File: src/sv/tecc_pkg.sv
// shared types and constants for the two-electron coulomb coefficient core
package tecc_pkg;

  localparam int COORD_W = 16;
  localparam int D2_W    = 34;
  localparam int Q_W     = 33;
  localparam int COEF_W  = 34;
  localparam int CFG_W   = 41;
  localparam int IDX_W   = 3;

  localparam int DIV_STAGES  = 65;
  localparam int SQRT_STAGES = 33;
  localparam int DIST_STAGES = 2;
  localparam int COMB_STAGES = 5;
  localparam int LATENCY     = DIST_STAGES + DIV_STAGES + SQRT_STAGES + COMB_STAGES;

  localparam logic [Q_W-1:0] RECIP_CAP = 33'd6553600000;

  typedef enum logic [IDX_W-1:0] {
    REG_ELECTRON_COUNT  = 3'd0,
    REG_SCALE_FACTOR    = 3'd1,
    REG_SHIFT_ENABLE    = 3'd2,
    REG_SHIFT_OFFSET    = 3'd3,
    REG_COUPLING_WEIGHT = 3'd4
  } reg_idx_t;

  typedef struct packed {
    logic [1:0]         electron_count;
    logic [15:0]        scale_factor;
    logic               shift_enable;
    logic signed [40:0] shift_offset;
    logic [16:0]        coupling_weight;
  } cfg_t;

endpackage

File: src/sv/tecc_combine.sv
// term sum, scale, shift, weight, rounding and saturation
module tecc_combine (
  input  logic                        clk,
  input  logic                        en,
  input  tecc_pkg::cfg_t              cfg,
  input  logic [tecc_pkg::Q_W-1:0]    q_a,
  input  logic [tecc_pkg::Q_W-1:0]    q_b,
  input  logic [tecc_pkg::Q_W-1:0]    q_r,
  output logic signed [tecc_pkg::COEF_W-1:0] coefficient
);
  import tecc_pkg::*;

  localparam logic signed [48:0] SAT_MAX = 49'sd8589934591;
  localparam logic signed [48:0] SAT_MIN = -49'sd8589934592;

  logic signed [37:0] s_nxt, s_r;
  logic signed [54:0] p_r;
  logic signed [46:0] w_nxt, w_r;
  logic [39:0]        pl_r;
  logic signed [41:0] ph_r;
  logic signed [64:0] prod;
  logic signed [48:0] rnd;
  logic signed [COEF_W-1:0] coef_nxt, coef_r;
  logic signed [54:0] pr;

  always_comb begin
    logic signed [37:0] ta, tb, tr;
    ta = -($signed({5'b0, q_a}) <<< 2);
    tb = -($signed({5'b0, q_b}) <<< 2);
    tr = $signed({5'b0, q_r});
    s_nxt = '0;
    if (cfg.electron_count != 2'd0) s_nxt = s_nxt + ta;
    if (cfg.electron_count[1]) s_nxt = s_nxt + tb + tr;
  end

  assign pr = p_r + 55'sd256;

  always_comb begin
    w_nxt = 47'(pr >>> 9);
    if (cfg.shift_enable) w_nxt = w_nxt + 47'(cfg.shift_offset);
  end

  assign prod = ($signed(65'(ph_r)) <<< 23) + $signed({25'b0, pl_r});
  assign rnd  = 49'((prod + 65'sd32768) >>> 16);

  always_comb begin
    if (rnd > SAT_MAX) begin
      coef_nxt = COEF_W'(SAT_MAX);
    end else if (rnd < SAT_MIN) begin
      coef_nxt = COEF_W'(SAT_MIN);
    end else begin
      coef_nxt = COEF_W'(rnd);
    end
  end

  always_ff @(posedge clk) begin
    if (en) begin
      s_r    <= s_nxt;
      p_r    <= 55'(s_r) * 55'($signed({1'b0, cfg.scale_factor}));
      w_r    <= w_nxt;
      pl_r   <= w_r[22:0] * cfg.coupling_weight;
      ph_r   <= 42'($signed(w_r[46:23])) * 42'($signed({1'b0, cfg.coupling_weight}));
      coef_r <= coef_nxt;
    end
  end

  assign coefficient = coef_r;
endmodule

File: config.mk
export PLATFORM = sky130hd
export DESIGN_NAME = tecc_combine
export DESIGN_NICKNAME = d
export VERILOG_FILES = /design/src/sv/tecc_pkg.sv /design/src/sv/tecc_combine.sv
export SDC_FILE = /design/constraint.sdc
export NUM_CORES = 2
export LEC_CHECK = 0
export BUFFER_PORTS_ARGS = -buffer_cell sky130_fd_sc_hd__buf_4
export CAP_MARGIN = 10
export CORE_MARGIN = 5
export CORE_UTILIZATION = 45
export DETAILED_ROUTE_END_ITERATION = 10
export RECOVER_POWER = 100
export SLEW_MARGIN = 20
export SYNTH_ARGS = -nofsm -noshare
export SYNTH_HDL_FRONTEND = slang
export SYNTH_SLANG_ARGS = --single-unit
File: constraint.sdc
create_clock -name clk -period 10.1 [get_ports clk]
set_clock_uncertainty 0.2 [all_clocks]
set_input_delay 1.515 -clock clk [delete_from_list [all_inputs] [get_ports clk]]
set_output_delay 1.515 -clock clk [all_outputs]
set_load 0.1 [all_outputs]
==> reports/metrics.yaml <==
run_status:
  status: "finished, violations left"
  violations: "max-capacitance violations, max-slew violations"
drt:
  dr_total_vias: 45400
  dr.pass1.iters: 5
  vias_per_cell: 5.11
  post_drt_wl_per_cell_um: 17.8
  drt_wl_total_um: 158000
  ant_nets: 0
  drc: 0
  drt-initial-drc-count: 2367
synthesis:
  synthArstFlopShare_pct: 0
  synth_cells: 6983
  ys_warn_count: 0
  synth_top_cell_area_share_pct: 41.9
  mappedNetlistNets: 8922
  syn_avg_cell_area_um2: 9.01
  synth-main-ff-cell: "edfxtp_1"
  yosysSeqAreaShare_pct: 11.1
  synth_top_area_cell: "fa_1"
  synth_area_leaders: "fa_1 (42%), edfxtp_1 (11%), inv_1 (9.9%)"
  synth-edff-count: 233
  synthDistinctLibCells: 87
  ys_ff_latch: 233
  synth_area_um2: 62900
clock_network:
  clk_pin_slew_worst_paths_ns: 0.06
  cts_setup_buffers: 0
  root_buffer: "clkbuf_16"
  cts_sinks: 233
  cts_buffers: 36
  cts.repair.resized: 0
  clk_latency_ns: 0.59
  cts_max_level: 2
  cts_tree: "yes"
  clockBufferDepth: 3
  holdBufCountCts: 0
die:
  start_util_pct: 45.2
  coreArea_um2: 139000
  die_h_um: 384
  die_w_um: 384
  die_area_um2: 147000
  rows: 137
  num_io_pins: 212
grt:
  grt_pass1_wl_um: 263000
  grt_util_all_layers_pct: 22.3
  grt_pass1_vias: 49300
  grt_max_degree: 160
  overflow: 0
  antenna_found_initial: 4
min_path:
  hold_path_depth: 2
  hold_class: "flop to flop"
layout:
  design_area_um2: 67000
  finalNetCount: 8915
  layout_common_cells: "inv_1 (1666), fa_1 (1316), nand2_1 (1063)"
  layout-drive-gt1-share_pct: 4.11
  final_common_cell: "inv_1"
  area_delta_synth_final_pct: 6.61
sta:
  period_share_pct: 89.1
  finalMaxSlewViolations: 428
  worst_slew_pin_slew_ns: 4.13
  rsz0062_at_grt: "false"
  report.final.setup_viol: 0
  timing.final.ws_setup_ns: 1.10
  max-slew-margin-rel_pct: -176
  setup-tns-final_ns: 0
  layout_min_cycle_time_ns: 9.00
  fmax_mhz: 111
  hold_viol_final: 0
place:
  pre_cts_ws_ns: 1.21
  gp_congestion: 0.890
  port_buffers: 211
  hpwl_um: 126000
  placed_area_um2: 66000
critical_path:
  required_ns: 10.22
  cp_slowest_cell: "clkbuf_1"
  critPathKind: "primary input to flop"
  slowest_delay_ns: 1.36
  critPathLaunchType: "primary input"
  worstPathArrival_ns: 9.12
  r2r_cells: 22
  path_max_fanout: 31
  endpoint_kind: "flop"
  cp_common_cell: "inv_1"
flow_run:
  max_cap_violations: 6
sequential cells by signal, indices dropped and copies added (netlist names):
register	cells
w_r	47
ph_r	42
p_r	47
s_r	38
coefficient	34
pl_r	25
worst max-delay path, delay by kind of cell:
kind	cells	cell delay [ns]
AOI/OAI and AO/OA	9	2.62
buffers and inverters	7	1.83
and+or+nand+nor	2	0.37
xor gates and xnor gates	1	0.12
adders and majority gates	6	2.64
cell type report:
cell class              count  area, µm²
fillers                 13400      72100
multi-input cells        4800      48500
flip-flops and latches    233       7000
inverters                1666       6250
well taps                1876       2350
repair buffers            239       1630
clock buffers              40        916
clock inverters            25        354
diodes                      1       2.50
path summary, 6_finish.rpt:
kind	startpoint	endpoint	slack, ns
setup / recovery	cfg[0]	ph_r[40]	1.10
hold / removal	ph_r[21]	coefficient[28]	0.50
setup reg to reg	w_r[32]	ph_r[40]	2.16
hold reg to reg	ph_r[21]	coefficient[28]	0.50
kinds of logic after synthesis:
kind of cell | Yosys count | share of synthesized area [%]
AO/OA/AOI/OAI | 679 | 6.70
buffers and inverters | 1950 | 11.7
AND/OR/NAND/NOR | 2070 | 15.7
XOR/XNOR | 279 | 3.89
flip-flops | 233 | 11.1
multiplexers | 11 | 0.187
adder cells (fa/ha/maj) | 1761 | 50.8
metal layers:
layer | share of wire [%] | wire length [µm] | vias to the layer above | GRT usage (%)
met2 | 47 | 73900 | 1258 | 37.2
li1 | - | - | 21000 | -
met1 | 43 | 68500 | 23000 | 30.1
met4 | 2.5 | 4020 | 0 | 5.24
met3 | 7.4 | 11700 | 217 | 4.41
met5 | 0 | 0 | - | 0
Yosys cell counts (6+ instances only):
cell / instances
or3_1: 13
nand2b_1: 32
o21ai_1: 35
nand3_1: 80
edfxtp_1: 233
nor2_1: 173
xor2_1: 103
a21o_1: 96
inv_1: 1666
nor3_1: 33
nor2b_1: 23
a21oi_1: 223
a21boi_0: 8
nand4_1: 31
a211oi_1: 18
xnor2_1: 176
o21bai_1: 35
a31oi_1: 15
o31ai_1: 9
nand2_1: 1063
clkbuf_1: 274
mux2_2: 6
o21ai_0: 139
and3_1: 30
and2_1: 522
and4_1: 9
fa_1: 1316
a211o_1: 8
ha_1: 445
o21a_1: 19
o22ai_1: 6
buf_2: 7
nor4_1: 19
stage by stage:
stage / instances / hold slack [ns] / utilization [%]
after floorplan: 6983 / 0.397 / -
after global placement: 8814 / 0.446 / 47.4
after detailed placement: 8814 / 0.457 / 47.4
after CTS: 8879 / 0.471 / 48.3
after global routing: 8880 / 0.534 / 48.2
final: 8880 / 0.495 / 48.2
Power is left out: the tool's default activity adds up to more than one toggle a clock period on the data nets, which glitch-free logic cannot reach.
